$ cat config.mk
export PLATFORM = sky130hd
export DESIGN_NAME = marker_length_frame_extractor_unit_flat
export DESIGN_NICKNAME = d
export VERILOG_FILES = /design/src/hdl/mlfe_pkg.sv /design/src/hdl/mlfe_ifs.sv /design/src/hdl/marker_length_frame_extractor_unit.sv /design/src/hdl/mlfe_front.sv /design/src/hdl/mlfe_queue.sv /design/src/hdl/mlfe_out_stage.sv /design/src/flat_wrapper.sv
export VERILOG_INCLUDE_DIRS = /design/src /design/src/hdl
export SDC_FILE = /design/constraint.sdc
export NUM_CORES = 1
export LEC_CHECK = 0
export BUFFER_PORTS_ARGS = -buffer_cell sky130_fd_sc_hd__buf_2
export CELL_PAD_IN_SITES_DETAIL_PLACEMENT = 1
export CELL_PAD_IN_SITES_GLOBAL_PLACEMENT = 2
export CORE_MARGIN = 2
export CORE_UTILIZATION = 38
export CTS_BUF_LIST = sky130_fd_sc_hd__clkbuf_16
export CTS_CLUSTER_DIAMETER = 150
export DETAILED_ROUTE_END_ITERATION = 10
export PLACE_DENSITY_LB_ADDON = 0.1
export SLEW_MARGIN = 20
export SYNTH_ARGS = -nofsm -noshare
export SYNTH_HDL_FRONTEND = slang
export SYNTH_SLANG_ARGS = --single-unit
export TNS_END_PERCENT = 50
$ cat constraint.sdc
create_clock -name clk -period 7.3 [get_ports clk]
set_clock_uncertainty 0.2 [all_clocks]
set_input_delay 0.365 -clock clk [delete_from_list [all_inputs] [get_ports clk]]
set_output_delay 0.365 -clock clk [all_outputs]
set_load 0.1 [all_outputs]
$ cat src/hdl/marker_length_frame_extractor_unit_defines.svh
// assertion helpers used by the deframer result queue
`ifndef MARKER_LENGTH_FRAME_EXTRACTOR_UNIT_DEFINES_SVH
`define MARKER_LENGTH_FRAME_EXTRACTOR_UNIT_DEFINES_SVH

// property that must hold at every clock edge out of reset
`define MLFE_ASSERT_ALWAYS(lbl, expr, msg) \
  lbl: assert property (@(posedge clk) disable iff (rst) (expr)) else $error(msg);

// property whose consequent must hold in the cycle after the antecedent
`define MLFE_ASSERT_NEXT(lbl, ante, cons, msg) \
  lbl: assert property (@(posedge clk) disable iff (rst) (ante) |=> (cons)) else $error(msg);

`endif

$ cat src/hdl/mlfe_pkg.sv
package mlfe_pkg;

  localparam int BYTE_W   = 8;
  localparam int DLEN_W   = 11;
  localparam int PLEN_W   = 16;
  localparam int CFG_IDX_W = 2;
  localparam int QDEPTH   = 2;

  // register indexes on the configuration port
  localparam logic [CFG_IDX_W-1:0] CFG_START_FIRST  = 2'd0;
  localparam logic [CFG_IDX_W-1:0] CFG_START_SECOND = 2'd1;
  localparam logic [CFG_IDX_W-1:0] CFG_END_FIRST    = 2'd2;
  localparam logic [CFG_IDX_W-1:0] CFG_END_SECOND   = 2'd3;

  // register reset values
  localparam logic [BYTE_W-1:0] START_FIRST_RST  = 8'd170;
  localparam logic [BYTE_W-1:0] START_SECOND_RST = 8'd85;
  localparam logic [BYTE_W-1:0] END_FIRST_RST    = 8'd85;
  localparam logic [BYTE_W-1:0] END_SECOND_RST   = 8'd170;

  typedef enum logic [2:0] {
    PH_HUNT,
    PH_LEN_LO,
    PH_LEN_HI,
    PH_PAYLOAD,
    PH_END1,
    PH_END2
  } phase_t;

  typedef enum logic [1:0] {
    VERDICT_OK,
    VERDICT_NO_START,
    VERDICT_BAD_LENGTH,
    VERDICT_BAD_END
  } verdict_t;

  typedef enum logic {
    KIND_PAYLOAD,
    KIND_VERDICT
  } kind_t;

  typedef struct packed {
    kind_t               kind;
    logic [BYTE_W-1:0]   payload_byte;
    verdict_t            verdict;
    logic                verdict_last;
  } res_t;

endpackage

$ cat src/hdl/mlfe_ifs.sv
// byte channel into the deframer
interface mlfe_in_if;
  logic                              valid;
  logic                              ready;
  logic [mlfe_pkg::BYTE_W-1:0]       data_byte;
  logic                              first_of_datagram;
  logic                              last_of_datagram;
  logic [mlfe_pkg::DLEN_W-1:0]       datagram_length;

  modport source (output valid, data_byte, first_of_datagram, last_of_datagram,
                  datagram_length, input ready);
  modport sink (input valid, data_byte, first_of_datagram, last_of_datagram,
                datagram_length, output ready);
endinterface

// result channel out of the deframer
interface mlfe_out_if;
  logic                              valid;
  logic                              ready;
  logic                              result_kind;
  logic [mlfe_pkg::BYTE_W-1:0]       payload_byte;
  logic [1:0]                        verdict;
  logic                              verdict_last;

  modport source (output valid, result_kind, payload_byte, verdict, verdict_last,
                  input ready);
  modport sink (input valid, result_kind, payload_byte, verdict, verdict_last,
                output ready);
endinterface

$ cat src/hdl/marker_length_frame_extractor_unit.sv
// Start/length/end marker deframer: takes one datagram byte per cycle and, when no
// backpressure is present, accepts a byte in every cycle; each byte yields at most one
// result, a payload byte or the frame verdict. The edge that takes the byte writes the
// result into the result queue, and from there it moves into the output register that
// drives the result port. The decode stage holds the marker search state and stalls
// only when its two-entry result queue is full; the output register absorbs consumer
// stalls.
// No clearing pass follows reset. The user writes marker registers through cfg_we/
// cfg_index/cfg_data only while the block is idle; the block does not enforce this.
module marker_length_frame_extractor_unit #(
  parameter int MAX_DATAGRAM_BYTES = 1024
) (
  input  logic                             clk,
  input  logic                             rst,
  input  logic                             cfg_we,
  input  logic [mlfe_pkg::CFG_IDX_W-1:0]   cfg_index,
  input  logic [mlfe_pkg::BYTE_W-1:0]      cfg_data,
  mlfe_in_if.sink                          data,
  mlfe_out_if.source                       result
);

  logic            push_valid, push_ready, pop_valid, pop_ready;
  mlfe_pkg::res_t  push_res, pop_res;

  // byte decode and marker search
  mlfe_front #(
    .MAX_DATAGRAM_BYTES (MAX_DATAGRAM_BYTES)
  ) u_front (
    .clk        (clk),
    .rst        (rst),
    .cfg_we     (cfg_we),
    .cfg_index  (cfg_index),
    .cfg_data   (cfg_data),
    .data       (data),
    .push_valid (push_valid),
    .push_res   (push_res),
    .push_ready (push_ready)
  );

  // result queue between decode and output
  mlfe_queue u_queue (
    .clk        (clk),
    .rst        (rst),
    .push_valid (push_valid),
    .push_res   (push_res),
    .push_ready (push_ready),
    .pop_valid  (pop_valid),
    .pop_res    (pop_res),
    .pop_ready  (pop_ready)
  );

  // registered result port
  mlfe_out_stage u_out (
    .clk       (clk),
    .rst       (rst),
    .pop_valid (pop_valid),
    .pop_res   (pop_res),
    .pop_ready (pop_ready),
    .result    (result)
  );

endmodule

$ cat src/hdl/mlfe_front.sv
module mlfe_front #(
  parameter int MAX_DATAGRAM_BYTES = 1024
) (
  input  logic                                 clk,
  input  logic                                 rst,
  input  logic                                 cfg_we,
  input  logic [mlfe_pkg::CFG_IDX_W-1:0]       cfg_index,
  input  logic [mlfe_pkg::BYTE_W-1:0]          cfg_data,
  mlfe_in_if.sink                              data,
  output logic                                 push_valid,
  output mlfe_pkg::res_t                       push_res,
  input  logic                                 push_ready
);

  localparam int PW = $clog2(MAX_DATAGRAM_BYTES + 1);
  localparam int SW = ((PW > mlfe_pkg::PLEN_W) ? PW : mlfe_pkg::PLEN_W) + 2;

  mlfe_pkg::phase_t phase, phase_next, eff_phase;
  logic [PW-1:0] pos, pos_next, eff_pos;
  logic [mlfe_pkg::BYTE_W-1:0] prev, prev_next, eff_prev;
  logic [mlfe_pkg::BYTE_W-1:0] len_lo, len_lo_next;
  logic [mlfe_pkg::PLEN_W-1:0] rem, rem_next, rem_dec, len_word;
  logic done, done_next, eff_done;
  logic [mlfe_pkg::BYTE_W-1:0] start_first, start_second, end_first, end_second;
  logic [SW-1:0] dlen_x, sum_end, sum_hunt;
  logic len_bad, hunt_hit, step_fin, accept, res_valid;

  // configuration registers
  always_ff @(posedge clk) begin
    if (rst) begin
      start_first  <= mlfe_pkg::START_FIRST_RST;
      start_second <= mlfe_pkg::START_SECOND_RST;
      end_first    <= mlfe_pkg::END_FIRST_RST;
      end_second   <= mlfe_pkg::END_SECOND_RST;
    end else if (cfg_we) begin
      unique case (cfg_index)
        mlfe_pkg::CFG_START_FIRST:  start_first  <= cfg_data;
        mlfe_pkg::CFG_START_SECOND: start_second <= cfg_data;
        mlfe_pkg::CFG_END_FIRST:    end_first    <= cfg_data;
        mlfe_pkg::CFG_END_SECOND:   end_second   <= cfg_data;
        default: ;
      endcase
    end
  end

  assign accept     = data.valid && data.ready;
  assign data.ready = push_ready;

  // state as seen by this byte, after a datagram restart
  assign eff_phase = data.first_of_datagram ? mlfe_pkg::PH_HUNT : phase;
  assign eff_pos   = data.first_of_datagram ? '0 : pos;
  assign eff_prev  = data.first_of_datagram ? '0 : prev;
  assign eff_done  = data.first_of_datagram ? 1'b0 : done;

  // length and marker checks
  assign len_word = {data.data_byte, len_lo};
  assign dlen_x   = SW'(data.datagram_length);
  assign sum_end  = SW'(eff_pos) + SW'(len_word) + SW'(3);
  assign sum_hunt = SW'(eff_pos) + SW'(2);
  assign len_bad  = (len_word == '0) || (SW'(len_word) > dlen_x) || (sum_end > dlen_x);
  assign hunt_hit = (eff_pos != '0) && (eff_prev == start_first) &&
                    (data.data_byte == start_second) && (sum_hunt <= dlen_x);
  assign rem_dec  = (rem == '0) ? rem : rem - 1'b1;
  assign step_fin = !eff_done &&
                    (((eff_phase == mlfe_pkg::PH_LEN_HI) && len_bad) ||
                     (eff_phase == mlfe_pkg::PH_END2));

  // next phase
  always_comb begin
    phase_next = eff_phase;
    if (!eff_done) begin
      unique case (eff_phase)
        mlfe_pkg::PH_HUNT:    phase_next = hunt_hit ? mlfe_pkg::PH_LEN_LO : mlfe_pkg::PH_HUNT;
        mlfe_pkg::PH_LEN_LO:  phase_next = mlfe_pkg::PH_LEN_HI;
        mlfe_pkg::PH_LEN_HI:  phase_next = len_bad ? mlfe_pkg::PH_LEN_HI
                                                   : mlfe_pkg::PH_PAYLOAD;
        mlfe_pkg::PH_PAYLOAD: phase_next = (rem_dec == '0) ? mlfe_pkg::PH_END1
                                                           : mlfe_pkg::PH_PAYLOAD;
        mlfe_pkg::PH_END1:    phase_next = mlfe_pkg::PH_END2;
        mlfe_pkg::PH_END2:    phase_next = mlfe_pkg::PH_END2;
        default:              phase_next = mlfe_pkg::PH_HUNT;
      endcase
    end
  end

  // result for this byte
  always_comb begin
    res_valid              = 1'b0;
    push_res.kind          = mlfe_pkg::KIND_PAYLOAD;
    push_res.payload_byte  = '0;
    push_res.verdict       = mlfe_pkg::VERDICT_OK;
    push_res.verdict_last  = 1'b0;
    if (step_fin) begin
      res_valid             = 1'b1;
      push_res.kind         = mlfe_pkg::KIND_VERDICT;
      push_res.verdict_last = 1'b1;
      if (eff_phase == mlfe_pkg::PH_LEN_HI) begin
        push_res.verdict = mlfe_pkg::VERDICT_BAD_LENGTH;
      end else if ((eff_prev == end_first) && (data.data_byte == end_second)) begin
        push_res.verdict = mlfe_pkg::VERDICT_OK;
      end else begin
        push_res.verdict = mlfe_pkg::VERDICT_BAD_END;
      end
    end else if (!eff_done && data.last_of_datagram) begin
      // datagram ends before the frame does
      res_valid             = 1'b1;
      push_res.kind         = mlfe_pkg::KIND_VERDICT;
      push_res.verdict_last = 1'b1;
      push_res.verdict      = (phase_next == mlfe_pkg::PH_HUNT) ?
                              mlfe_pkg::VERDICT_NO_START : mlfe_pkg::VERDICT_BAD_LENGTH;
    end else if (!eff_done && (eff_phase == mlfe_pkg::PH_PAYLOAD)) begin
      res_valid             = 1'b1;
      push_res.payload_byte = data.data_byte;
    end
  end

  assign push_valid = data.valid && res_valid;

  // other state updates
  always_comb begin
    done_next   = eff_done || step_fin || data.last_of_datagram;
    pos_next    = (eff_pos < PW'(MAX_DATAGRAM_BYTES)) ? eff_pos + 1'b1 : eff_pos;
    prev_next   = eff_prev;
    len_lo_next = len_lo;
    rem_next    = rem;
    if (!eff_done) begin
      unique case (eff_phase)
        mlfe_pkg::PH_HUNT:    prev_next = data.data_byte;
        mlfe_pkg::PH_END1:    prev_next = data.data_byte;
        mlfe_pkg::PH_LEN_LO:  len_lo_next = data.data_byte;
        mlfe_pkg::PH_LEN_HI:  rem_next = len_bad ? rem : len_word;
        mlfe_pkg::PH_PAYLOAD: rem_next = rem_dec;
        default: ;
      endcase
    end
  end

  // state registers advance on each accepted byte
  always_ff @(posedge clk) begin
    if (rst) begin
      phase  <= mlfe_pkg::PH_HUNT;
      pos    <= '0;
      prev   <= '0;
      len_lo <= '0;
      rem    <= '0;
      done   <= 1'b0;
    end else if (accept) begin
      phase  <= phase_next;
      pos    <= pos_next;
      prev   <= prev_next;
      len_lo <= len_lo_next;
      rem    <= rem_next;
      done   <= done_next;
    end
  end

endmodule

$ cat src/hdl/mlfe_queue.sv
`include "marker_length_frame_extractor_unit_defines.svh"

module mlfe_queue (
  input  logic              clk,
  input  logic              rst,
  input  logic              push_valid,
  input  mlfe_pkg::res_t    push_res,
  output logic              push_ready,
  output logic              pop_valid,
  output mlfe_pkg::res_t    pop_res,
  input  logic              pop_ready
);

  localparam int AW = $clog2(mlfe_pkg::QDEPTH);
  localparam int CW = $clog2(mlfe_pkg::QDEPTH + 1);

  mlfe_pkg::res_t    mem [mlfe_pkg::QDEPTH];
  logic [AW-1:0]     wr_ptr, rd_ptr;
  logic [CW-1:0]     count;
  logic              push, pop;

  assign push_ready = (count != CW'(mlfe_pkg::QDEPTH));
  assign pop_valid  = (count != '0);
  assign pop_res    = mem[rd_ptr];
  assign push       = push_valid && push_ready;
  assign pop        = pop_valid && pop_ready;

  // entry storage
  always_ff @(posedge clk) begin
    if (push) begin
      mem[wr_ptr] <= push_res;
    end
  end

  // pointers and fill count
  always_ff @(posedge clk) begin
    if (rst) begin
      wr_ptr <= '0;
      rd_ptr <= '0;
      count  <= '0;
    end else begin
      if (push) begin
        wr_ptr <= wr_ptr + 1'b1;
      end
      if (pop) begin
        rd_ptr <= rd_ptr + 1'b1;
      end
      if (push && !pop) begin
        count <= count + 1'b1;
      end else if (pop && !push) begin
        count <= count - 1'b1;
      end
    end
  end

  `MLFE_ASSERT_ALWAYS(a_count_range, count <= CW'(mlfe_pkg::QDEPTH), "queue overfilled")
  `MLFE_ASSERT_NEXT(a_count_inc, push && !pop, count == $past(count) + 1'b1, "bad count on push")
  `MLFE_ASSERT_NEXT(a_count_dec, pop && !push, count == $past(count) - 1'b1, "bad count on pop")

endmodule

$ cat src/hdl/mlfe_out_stage.sv
module mlfe_out_stage (
  input  logic              clk,
  input  logic              rst,
  input  logic              pop_valid,
  input  mlfe_pkg::res_t    pop_res,
  output logic              pop_ready,
  mlfe_out_if.source        result
);

  logic            out_valid;
  mlfe_pkg::res_t  out_res;
  logic            load;

  assign pop_ready = !out_valid || result.ready;
  assign load      = pop_valid && pop_ready;

  // output valid flag
  always_ff @(posedge clk) begin
    if (rst) begin
      out_valid <= 1'b0;
    end else if (pop_ready) begin
      out_valid <= pop_valid;
    end
  end

  // output payload register
  always_ff @(posedge clk) begin
    if (load) begin
      out_res <= pop_res;
    end
  end

  assign result.valid        = out_valid;
  assign result.result_kind  = out_res.kind;
  assign result.payload_byte = out_res.payload_byte;
  assign result.verdict      = out_res.verdict;
  assign result.verdict_last = out_res.verdict_last;

endmodule

$ cat src/flat_wrapper.sv
// flat-port wrapper written by rule: the top's interface ports become plain ports
module marker_length_frame_extractor_unit_flat 
#(
  parameter int MAX_DATAGRAM_BYTES = 1024
)
  (clk, rst, cfg_we, cfg_index, cfg_data, data_valid, data_data_byte, data_first_of_datagram, data_last_of_datagram, data_datagram_length, data_ready, result_valid, result_result_kind, result_payload_byte, result_verdict, result_verdict_last, result_ready);
  mlfe_in_if data_i ();
  mlfe_out_if result_i ();
  input  logic clk;
  input  logic rst;
  input  logic cfg_we;
  input  logic [mlfe_pkg::CFG_IDX_W-1:0] cfg_index;
  input  logic [mlfe_pkg::BYTE_W-1:0] cfg_data;
  input wire logic [$bits(data_i.valid)-1:0] data_valid;
  input wire logic [$bits(data_i.data_byte)-1:0] data_data_byte;
  input wire logic [$bits(data_i.first_of_datagram)-1:0] data_first_of_datagram;
  input wire logic [$bits(data_i.last_of_datagram)-1:0] data_last_of_datagram;
  input wire logic [$bits(data_i.datagram_length)-1:0] data_datagram_length;
  output wire logic [$bits(data_i.ready)-1:0] data_ready;
  output wire logic [$bits(result_i.valid)-1:0] result_valid;
  output wire logic [$bits(result_i.result_kind)-1:0] result_result_kind;
  output wire logic [$bits(result_i.payload_byte)-1:0] result_payload_byte;
  output wire logic [$bits(result_i.verdict)-1:0] result_verdict;
  output wire logic [$bits(result_i.verdict_last)-1:0] result_verdict_last;
  input wire logic [$bits(result_i.ready)-1:0] result_ready;
  assign data_i.valid = data_valid;
  assign data_i.data_byte = data_data_byte;
  assign data_i.first_of_datagram = data_first_of_datagram;
  assign data_i.last_of_datagram = data_last_of_datagram;
  assign data_i.datagram_length = data_datagram_length;
  assign data_ready = data_i.ready;
  assign result_valid = result_i.valid;
  assign result_result_kind = result_i.result_kind;
  assign result_payload_byte = result_i.payload_byte;
  assign result_verdict = result_i.verdict;
  assign result_verdict_last = result_i.verdict_last;
  assign result_i.ready = result_ready;
  marker_length_frame_extractor_unit #(.MAX_DATAGRAM_BYTES(MAX_DATAGRAM_BYTES)) u_core (.clk(clk), .rst(rst), .cfg_we(cfg_we), .cfg_index(cfg_index), .cfg_data(cfg_data), .data(data_i), .result(result_i));
endmodule
Yosys cells after proc, flatten, opt, wreduce, memory -nomap -nowiden

Memory sizes are Yosys's and may differ from the RTL's. A register that Yosys moved wholly into a read port is not among the register bits.
Index checks and enable logic that the tools add are counted.

Register bits: 84
Memories: 1
Logic and storage cells: 117
RAM bits: 24

$add $sub $neg: 9
Eq/ne operators: 14
$lt $le $gt $ge: 4
Bitwise operators: 1
Reductions and logical operators: 42
Mux-type cells: 32

Memory list:

| memory             | words | bits a word | rd ports | clocked after memory_dff | wr ports | line             | RTL |
|---|---|---|---|---|---|---|---|
| u_core.u_queue.mem | 2     | 12          | 1        | 1                        | 1        | mlfe_queue.sv:17 | `mlfe_pkg::res_t mem [mlfe_pkg::QDEPTH];` |

Operators with widths:

| kind                                                 | count |
|---|---|
| logical NOT 16 bit                                   | 3 |
| 2-to-1 mux 8 bit                                     | 6 |
| equality test 8 bit                                  | 4 |
| 2-to-1 mux 16 bit                                    | 2 |
| case mux 16 bit (2 select lines)                     | 1 |
| 2-to-1 mux 11 bit                                    | 2 |
| adder 17 x 2 -> 18 bit (second input constant)       | 1 |
| greater-than comparator 18 x 11 -> 1 bit             | 1 |
| adder 11 x 16 -> 17 bit                              | 1 |
| greater-than comparator 16 x 11 -> 1 bit             | 1 |
| subtractor 16 x 1 -> 16 bit (second input constant)  | 1 |
| 2-to-1 mux 3 bit                                     | 5 |
| case mux 3 bit (5 select lines)                      | 1 |
| logical AND 1 bit                                    | 14 |
| adder 11 x 2 -> 12 bit (second input constant)       | 1 |
| less-or-equal comparator 12 x 11 -> 1 bit            | 1 |
| adder 11 x 1 -> 11 bit (second input constant)       | 1 |
| < comparator 11 bit (second input constant)          | 1 |
| nonzero test 11 bit                                  | 1 |
| 2-to-1 mux 1 bit                                     | 10 |
| 2-to-1 mux 2 bit                                     | 5 |
| AND reduction 2 bit                                  | 4 |
| equality test 3 x 2 -> 1 bit (second input constant) | 2 |
| equality test 3 bit (second input constant)          | 2 |
| 16 further kinds                                     | 31 |

Depth between registers and ports, before layout

Gate-level depths: netlist of the first run.

Depth in word-level cells: 15
Gate-level depth with buffers: 28
Depth with buffers taken out: 26

Cells and area by module

Synthesis of the first run repeated with hierarchy kept, for this count alone.

Cell total of the unflattened synthesis: 901
Area total of the unflattened synthesis: 7783.7 um2

Modules (own cells, without submodules):

| module         | area each (um2) | instances | cells each |
|---|---|---|---|
| mlfe_front     | 6284.8          | 1         | 823 |
| mlfe_queue     | 1083.5          | 1         | 61 |
| mlfe_out_stage | 415.4           | 1         | 17 |

Worst setup path before layout of the first run

Ideal clock, no wire load.

Path type: input -> register
Start: in data_first_of_datagram
End: reg u_core.u_queue.count[1]
Required time: 7030 ps
Setup slack: 1666 ps
Cell stages on the path: 25
Arrival time: 5363 ps
Path through: clkbuf_1 -> clkbuf_1 -> clkbuf_1 -> clkbuf_1 -> nor2b_1 -> ha_1 -> inv_1 -> fa_1 -> nor2b_1 -> o31a_1 -> o21a_1 -> nor2_1 -> xnor2_1 -> ha_1 -> a211oi_1 -> o21ai_0 -> a211oi_1 -> o311ai_0 -> a221oi_1 -> a21oi_1 -> o21ai_1 -> inv_1 -> ha_1 -> or3_1 -> a21oi_1

Cells in the longest elaborated chain, start to end: 14
Elaborated cells between the ends (all ways): 26
Classes of those cells: 2 x add/sub; 1 x order compare; 3 x eq/ne; 7 x mux; 13 x reduce/logical

Ends and longest elaborated chain:

| element                                  | line               | RTL |
|---|---|---|
| from (decl)                              | flat_wrapper.sv:16 | `input wire logic [$bits(data_i.first_of_datagram)-1:0] data_first_of_datagram;` |
| 2-to-1 mux 11 bit                        | mlfe_front.sv:51   | `assign eff_pos = data.first_of_datagram ? '0 : pos;` |
| adder 11 x 16 -> 17 bit                  | mlfe_front.sv:58   | `assign sum_end = SW'(eff_pos) + SW'(len_word) + SW'(3);` |
| adder 17 x 2 -> 18 bit                   | mlfe_front.sv:58   |  |
| greater-than comparator 18 x 11 -> 1 bit | mlfe_front.sv:60   | `assign len_bad = (len_word == '0) \|\| (SW'(len_word) > dlen_x) \|\| (sum_end > dlen_x);` |
| logical OR 1 bit                         | mlfe_front.sv:60   |  |
| logical AND 1 bit                        | mlfe_front.sv:65   | `(((eff_phase == mlfe_pkg::PH_LEN_HI) && len_bad) \|\|` |
| logical OR 1 bit                         | mlfe_front.sv:65   |  |
| logical AND 1 bit                        | mlfe_front.sv:64   | `assign step_fin = !eff_done &&` |
| 2-to-1 mux 1 bit *                       | mlfe_front.sv:93   | `if (step_fin) begin` |
| logical AND 1 bit *                      | mlfe_front.sv:117  | `assign push_valid = data.valid && res_valid;` |
| logical AND 1 bit *                      | mlfe_queue.sv:25   | `assign push = push_valid && push_ready;` |
| named net u_core.u_queue.push            | mlfe_queue.sv:20   | `logic push, pop;` |
| logical NOT 1 bit                        | mlfe_queue.sv:50   | `end else if (pop && !push) begin` |
| logical AND 1 bit                        | mlfe_queue.sv:50   |  |
| nonzero test 2 bit (no line)             | --                 |  |
| to (signal assigned)                     | mlfe_queue.sv:49   | `count <= count + 1'b1;` |
| to (signal assigned)                     | mlfe_queue.sv:51   | `count <= count - 1'b1;` |
| to (decl)                                | mlfe_queue.sv:19   | `logic [CW-1:0] count;` |

Mark *: on every way through the listed nets, which the timed path passes. The rest lies on a longest branch.
A chain may end at the register's enable or synchronous reset.

Worst setup path in the final report of the first run

Start: reg u_core.u_front.pos[1]
End: mem u_core.u_queue.mem[0][7] in the netlist's numbering (enable)

Cells in the longest elaborated chain, start to end: 13

Ends and longest elaborated chain:

| element                                  | line              | RTL |
|---|---|---|
| from (decl)                              | mlfe_front.sv:19  | `logic [PW-1:0] pos, pos_next, eff_pos;` |
| from (signal assigned)                   | mlfe_front.sv:149 | `pos <= pos_next;` |
| 2-to-1 mux 11 bit                        | mlfe_front.sv:51  |  |
| adder 11 x 16 -> 17 bit                  | mlfe_front.sv:58  |  |
| adder 17 x 2 -> 18 bit                   | mlfe_front.sv:58  |  |
| greater-than comparator 18 x 11 -> 1 bit | mlfe_front.sv:60  |  |
| logical OR 1 bit                         | mlfe_front.sv:60  |  |
| logical AND 1 bit                        | mlfe_front.sv:65  |  |
| logical OR 1 bit                         | mlfe_front.sv:65  |  |
| logical AND 1 bit                        | mlfe_front.sv:64  |  |
| 2-to-1 mux 1 bit                         | mlfe_front.sv:93  |  |
| logical AND 1 bit                        | mlfe_front.sv:117 |  |
| logical AND 1 bit                        | mlfe_queue.sv:25  |  |
| 2-to-1 mux 1 bit                         | mlfe_queue.sv:30  | `if (push) begin` |
| 2-to-1 mux 1 bit (not written as such)   | mlfe_queue.sv:31  | `mem[wr_ptr] <= push_res;` |
| to (decl)                                | mlfe_queue.sv:17  |  |

Every way passes these cells.

==> flow_metrics.env, run 1 <==
export IMPL_outcome="completed"
export IMPL_power_density_nw_per_um2=259.7
export IMPL_area_growth_pct=13.89
export IMPL_dr_pass1_iters=6
export IMPL_hp_class="primary input to flip-flop"
export IMPL_die_area_um2=21180
export IMPL_synth_compound_area_share_pct=14.23
export IMPL_rsz0062_at_grt="false"
export IMPL_cts_resized=0
export IMPL_drc=0
export IMPL_yosys_warnings=0
export IMPL_synth_top_family_by_area="simple AND/OR/NAND/NOR gates"
export IMPL_die_y_um=145.5
export IMPL_crit_type="flip-flop to flip-flop"
export IMPL_antenna_found_initial=0
export IMPL_ctsHoldBuffers=0
export IMPL_synth_seq_cells=117
export IMPL_slew_violations=0
export IMPL_internal_power_mw=1.484
export IMPL_synth_mux_area_fraction_pct=6.656
export IMPL_cts_path_max_buffers=2
export IMPL_nets=1017
export IMPL_syn_cell_area_um2=7614
export IMPL_n_antenna_cell=0
export IMPL_via_per_inst=5.646
export IMPL_layout_drive_gt1_share_pct=11.74
export IMPL_clock_latency_ns=0.42
export IMPL_gr_total_overflow=0
export IMPL_start_util_pct=38.86
export IMPL_grt_pass1_wl_um=38410
export IMPL_cpMaxStageDelayCell="nor2_1"
export IMPL_num_fill_cells=2365
export IMPL_synth_ff_type="dfxtp_1"
export IMPL_cts_buffers=17
export IMPL_startpoint_type="flip-flop"
export IMPL_wl_um=24190
export IMPL_p_sw_share_pct=34.10
export IMPL_dp_worst_setup_slack_ns=1.429
export IMPL_portBuffers=49
export IMPL_wl_per_cell_um=20.12
export IMPL_ir_worst_vdd_v=0.0001586
export IMPL_ys_async_sr_fraction_pct=0
export IMPL_coreArea_um2=19590
export IMPL_synth_edf_count=33
export IMPL_num_rows=51
export IMPL_cts_sinks=117
export IMPL_cp_required_ns=7.14
export IMPL_h_tree_depth=4
export IMPL_die_width_um=145.5
export IMPL_post_synth_and_or_nand_nor_area_fraction_pct=23.71
export IMPL_synth_xor_area_share_pct=5.867
export IMPL_track_usage_pct=23.23
export IMPL_finalWorstSetupSlack_ns=1.717
export IMPL_crit_buf_inv=2
export IMPL_end_kind="flip-flop"
export IMPL_ant_nets=0
export IMPL_gp_congestion=0.8487
export IMPL_root_buffer="clkbuf_16"
export IMPL_hold_violations=0
export IMPL_ioPinCount=50
export IMPL_path_common_cell="ha_1"
export IMPL_pwr_share_clk_pct=41.4
export IMPL_yosysUniqueCellTypes=67
export IMPL_critical_path_max_fanout=11
export IMPL_seq_power_share_pct=35.1
export IMPL_combPwrFrac_pct=23.4
export IMPL_critPathTopFamily="compound AO/OA/AOI/OAI gates"
export IMPL_leakagePower_nw=3.722
export IMPL_synth_cells=902
export IMPL_drt_iter0_markers=360
export IMPL_dpl_hpwl_um=17470
export IMPL_synthAdderAreaFrac_pct=9.597
export IMPL_max_slew_margin_pct=33.09
export IMPL_max_freq_mhz=179.1
export IMPL_grt_pass1_vias=7022
export IMPL_fin_crit_sh_pct=76.48
export IMPL_tightest_slew_ns=0.9970
export IMPL_grt_max_degree=69
export IMPL_crit_path_max_incr_delay_ns=0.75
export IMPL_power_switching_uw=768.0
export IMPL_syn_nets=995
export IMPL_path_clk_slew_ns=0.06
export IMPL_ys_seq_area_share_pct=35.10
export IMPL_finalSetupTns_ns=0
export IMPL_period_minus_slack_ns=5.583
export IMPL_drv_cap=0
export IMPL_path_cells="nand2_1 -> ha_1 -> inv_1 -> ha_1 -> inv_1 -> fa_1 -> nor2b_1 -> o31a_1 -> o211ai_1 -> nand2b_1 -> a21oi_1 -> xnor2_1 -> ha_1 -> nand4_1 -> a211oi_1 -> a211oi_1 -> o311ai_0 -> a221oi_1 -> a21oi_1 -> o21ai_1 -> nor2_1"
export IMPL_setup_viol=0
export IMPL_worstPathArrival_ns=5.42
export IMPL_avgSynthCellArea_um2=8.441
export IMPL_hold_ws_ns=0.02410
export IMPL_vias=6787
export IMPL_cts_tree="done"
export IMPL_cts_setup_buffers=0
flip-flops by register name, indices dropped and copies added, names as in the netlist:
register	flops
u_core.u_front.done	1
u_core.u_front.rem	16
u_core.u_queue.count	2
u_core.u_front.phase	3
u_core.u_out.result.valid	1
u_core.u_front.start_first	8
u_core.u_queue.wr_ptr	1
u_core.u_front.end_second	8
u_core.u_queue.mem	22
u_core.u_front.pos	11
u_core.u_queue.rd_ptr	1
u_core.u_out.result.payload_byte	8
u_core.u_out.result.verdict	2
u_core.u_front.start_second	8
u_core.u_out.result.verdict_last	1
u_core.u_front.prev	8
u_core.u_front.end_first	8
u_core.u_front.len_lo	8
worst reg2reg max path, delay by kind of cell (launching register included):
kind / cells / cell delay (ns)
DFF: 1 / 0.43
adders and majority gates: 4 / 1.17
xor gates and xnor gates: 1 / 0.15
buffers and inverters: 2 / 0.13
and+or+nand+nor: 5 / 1.35
AOI/OAI and AO/OA: 9 / 1.78
stage by stage:
stage | std cells | cell area [um2] | utilization (%) | total power, mW
final | 1202 | 8671 | 44.26 | 2.252
after CTS | 1202 | 8671 | 44.26 | 2.275
after global routing | 1202 | 8671 | 44.26 | 2.353
after global placement | 1170 | 8018 | 40.93 | 1.317
after detailed placement | 1170 | 8018 | 40.93 | 1.333
after floorplan | 902 | 7614 | - | 1.207
power groups by stage:
| stage | Combinational, mW | Sequential (mW) | Clock (mW) |
|---|---|---|---|
| detailed placement | 0.529 | 0.805 | 0 |
| global placement | 0.515 | 0.802 | 0 |
| floorplan | 0.263 | 0.944 | 0 |
| CTS | 0.532 | 0.792 | 0.952 |
| global route | 0.566 | 0.801 | 0.987 |
| finish | 0.528 | 0.791 | 0.933 |
layout by cell type (no fill, tap or decap), types with 4 or more instances in the layout:
cell,n
nand2_1,92
a211oi_1,6
bufinv_16,5
nor2b_1,15
or3_1,8
xor2_1,14
o21ai_0,39
o21a_1,8
edfxtp_1,33
mux2i_1,36
clkinv_4,5
o32ai_1,7
mux2_2,13
a31oi_1,15
and4_1,4
inv_1,39
a211o_1,5
or4_1,7
and3_1,8
nor3b_1,6
a21o_1,13
xnor2_1,37
buf_2,49
buf_4,6
nor4bb_1,5
dfxtp_1,84
nor4_1,15
ha_1,56
and2_1,14
nand2b_1,10
nand4_1,12
clkbuf_16,17
nand3_1,32
nor2_1,103
o31ai_1,5
a21oi_1,49
nor3_1,19
per-layer routing:
| metal | global-route usage (%) | wire, um | up-vias |
|---|---|---|---|
| met2 | 39.08 | 11560 | 136 |
| met4 | 7.696 | 552 | 0 |
| li1 | - | - | 3262 |
| met5 | 0 | 0 | - |
| met1 | 30.20 | 11210 | 3349 |
| met3 | 4.232 | 875 | 40 |
cells by family after synthesis:
family	count (synthesis)
buffers and inverters	91
and+or+nand+nor	364
xor gates and xnor gates	51
AOI/OAI and AO/OA	172
muxes	49
DFF	117
adders and majority gates	58
synth_stat cells (3+ instances only):
master    instances  share of area, %
xor2_1           14               1.6
o32ai_1           7              0.81
nand3_1          32               2.1
o21ai_0          39               2.6
buf_2             4              0.26
or3_1             8              0.66
o31ai_1           5              0.49
xnor2_1          37               4.3
clkbuf_1         42               2.1
nor2b_1          15               1.2
edfxtp_1         33                13
a21oi_1          50               3.3
nor3_1           19               1.2
a211oi_1          6              0.59
mux2i_1          36               4.7
a211o_1           5              0.58
and2_1           14               1.2
a31oi_1          15               1.2
mux2_2           13               1.9
o211ai_1          3              0.30
dfxtp_1          84                22
or4_1             7              0.69
nand2_1          92               4.5
nand2b_1         10              0.82
and4_1            4              0.46
nor4bb_1          5              0.66
ha_1             56               9.2
o21a_1            8              0.79
and3_1            8              0.66
nand4_1          12              0.99
a21o_1           13               1.3
or2_2             3              0.25
nor3b_1           6              0.59
nor2_1          103               5.1
nor4_1           15               1.2
buf_1             3              0.15
inv_1            39               1.9
final cells by class:
| cell class | count | area (um2) | area share [%] |
|---|---|---|---|
| Tap cell | 265 | 331.6 | 3.824 |
| Clock buffer | 17 | 425.4 | 4.906 |
| Timing Repair Buffer | 55 | 290.3 | 3.348 |
| Clock inverter | 15 | 227.7 | 2.626 |
| Sequential cell | 117 | 2673 | 30.82 |
| Multi-Input combinational cell | 694 | 4577 | 52.78 |
| Inverter | 39 | 146.4 | 1.688 |
final timing paths:
check | start | to | slack, ns | cells after the start
setup reg to reg | u_core.u_front.pos[1] | u_core.u_queue.mem[0][7] | 1.72 | 21
setup / recovery | u_core.u_front.pos[1] | u_core.u_queue.mem[0][7] | 1.72 | 21
hold reg to reg | u_core.u_front.end_second[4] | u_core.u_front.end_second[4] | 0.27 | 2
hold / removal | cfg_data[1] | u_core.u_front.end_first[1] | 0.02 | 3
No activity file was read; power rests on OpenSTA's default activity.
==> inputs of run 2 (changes only) <==
==> constraint.sdc (replaced) <==
create_clock -name clk -period 5.59 [get_ports clk]
set_clock_uncertainty 0.2 [all_clocks]
set_input_delay 0.2795 -clock clk [delete_from_list [all_inputs] [get_ports clk]]
set_output_delay 0.2795 -clock clk [all_outputs]
set_load 0.1 [all_outputs]
==> run 2 against run 1 <==
Effect of this change: sequential power is 30% higher; setup slack worse by 1.3 ns; sequential share of layout area is 0.40 points lower; final area is 1.3% higher; wire length is 1.4% higher; first-iteration DRC count is 3.1% lower; die area stayed put; register-to-register slack worse by 1.3 ns; critical path type unchanged.
==> flow_metrics.env, run 2 (synthesized netlist as in run 1, its figures left out) <==
export IMPL_root_buffer="clkbuf_16"
export IMPL_ant_nets=0
export IMPL_cpMaxStageDelayCell="fa_1"
export IMPL_hold_violations=0
export IMPL_via_per_inst=5.587
export IMPL_max_slew_margin_pct=32.93
export IMPL_rsz0062_at_grt="false"
export IMPL_wl_per_cell_um=20.03
export IMPL_track_usage_pct=23.66
export IMPL_cts_tree="done"
export IMPL_coreArea_um2=19590
export IMPL_portBuffers=49
export IMPL_cts_sinks=117
export IMPL_area_growth_pct=15.40
export IMPL_cts_buffers=17
export IMPL_cts_path_max_buffers=2
export IMPL_finalSetupTns_ns=0
export IMPL_wl_um=24520
export IMPL_top_regs="u_core.u_queue.mem (22), u_core.u_front.rem (16), u_core.u_front.pos (11)"
export IMPL_path_cells="nand2_1 -> ha_1 -> inv_1 -> ha_1 -> inv_1 -> fa_1 -> nor2b_1 -> o31a_1 -> o211ai_1 -> nand2b_1 -> a21oi_1 -> xnor2_1 -> ha_1 -> nand4_1 -> inv_1 -> a211oi_1 -> o311ai_1 -> a221oi_2 -> a21oi_1 -> o21ai_1 -> inv_1 -> ha_1 -> or3_1 -> a21oi_1"
export IMPL_drt_iter0_markers=349
export IMPL_num_fill_cells=2408
export IMPL_n_antenna_cell=0
export IMPL_placed_area_um2=8115
export IMPL_end_kind="flip-flop"
export IMPL_largest_register="u_core.u_queue.mem"
export IMPL_dr_pass1_iters=4
export IMPL_ir_worst_vdd_v=0.0002038
export IMPL_crit_path_max_incr_delay_ns=0.41
export IMPL_worstPathArrival_ns=5.33
export IMPL_multi_input_area_um2=4586
export IMPL_gr_total_overflow=0
export IMPL_outcome="completed"
export IMPL_num_rows=51
export IMPL_cp_required_ns=5.74
export IMPL_gp_congestion=0.9171
export IMPL_startpoint_type="flip-flop"
export IMPL_slew_violations=0
export IMPL_layout_drive_gt1_share_pct=13.14
export IMPL_die_area_um2=21180
export IMPL_power_density_nw_per_um2=319.4
export IMPL_seq_area_um2=2673
export IMPL_max_freq_mhz=192.9
export IMPL_start_util_pct=38.86
export IMPL_nets=1039
export IMPL_path_clk_slew_ns=0.06
export IMPL_tightest_slew_ns=0.9994
export IMPL_grt_pass1_vias=7209
export IMPL_period_minus_slack_ns=5.184
export IMPL_largest_reg_flops=22
export IMPL_fin_crit_sh_pct=92.74
export IMPL_cts_setup_buffers=0
export IMPL_grt_pass1_wl_um=39270
export IMPL_setup_viol=0
export IMPL_critical_path_max_fanout=5
export IMPL_drc=0
export IMPL_layout_common_cells="nor2_1 (103), nand2_1 (92), dfxtp_1 (84)"
export IMPL_crit_type="flip-flop to flip-flop"
export IMPL_final_common_cell="nor2_1"
export IMPL_clock_latency_ns=0.42
export IMPL_finalPower_mw=2.806
export IMPL_die_width_um=145.5
export IMPL_design_area_um2=8786
export IMPL_hp_class="primary input to flip-flop"
export IMPL_grt_max_degree=69
export IMPL_vias=6838
export IMPL_dpl_hpwl_um=18150
export IMPL_h_tree_depth=4
export IMPL_drv_cap=0
export IMPL_antenna_found_initial=1
export IMPL_die_y_um=145.5
export IMPL_leakagePower_nw=3.781
export IMPL_ioPinCount=50
run 2: cell type report:
type	count	area share, %
Tap cell	265	3.774
Clock inverter	15	1.666
Inverter	39	1.666
Timing Repair Buffer	77	5.440
Sequential cell	117	30.42
Multi-Input combinational cell	694	52.19
Clock buffer	17	4.842
run 2: per-stage QoR:
step                hold slack (ns)  util, %  setup slack (ns)  std cells
global route                0.07307    44.85           0.02343       1224
detailed placement           0.2616    41.43            0.1379       1183
CTS                        0.001632    44.75            0.2702       1223
finish                      0.06172    44.85            0.4058       1224
global placement             0.2546    41.43            0.3099       1183
floorplan                    0.2035        -           0.04166        902
run 2: power breakdown:
group          switching [mW]  leakage (nW)  total (mW)  internal (mW)
logic                   0.514          2.51       0.704          0.190
registers              0.0632          1.00        1.03          0.962
clock network           0.454         0.270        1.08          0.622
total                    1.03          3.78        2.81           1.77
run 2: what timing repair did:
item,CTS,global route
endpoints found under the setup margin,0,2
hold endpoints to repair,27,1
resized for setup,0,3
hold buffers,8,1
run 2: worst paths after layout:
kind                                start                      endpoint  slack (ns)  cells past startpoint
min                 data_last_of_datagram           u_core.u_front.done        0.06                      3
max                 u_core.u_front.pos[1]       u_core.u_queue.count[1]        0.41                     24
max reg2reg         u_core.u_front.pos[1]       u_core.u_queue.count[1]        0.41                     24
min reg2reg  u_core.u_front.end_second[0]  u_core.u_front.end_second[0]        0.27                      2
run 2: worst max-delay path, delay by kind of cell, from the launching register on:
kind,cells,cell delay (ns)
AOI/OAI and AO/OA,9,1.66
adders and majority gates,5,1.49
and+or+nand+nor,5,0.90
DFF,1,0.39
buffers and inverters,4,0.28
xor gates and xnor gates,1,0.21
run 2: layer usage:
metal  global-route usage, %  routed length (um)  vias up
met5                       0                   7        -
met4                   8.039                 614        2
met3                   4.483                 793       41
met2                   40.07               11750      119
met1                   30.34               11350     3364
li1                        -                   -     3312
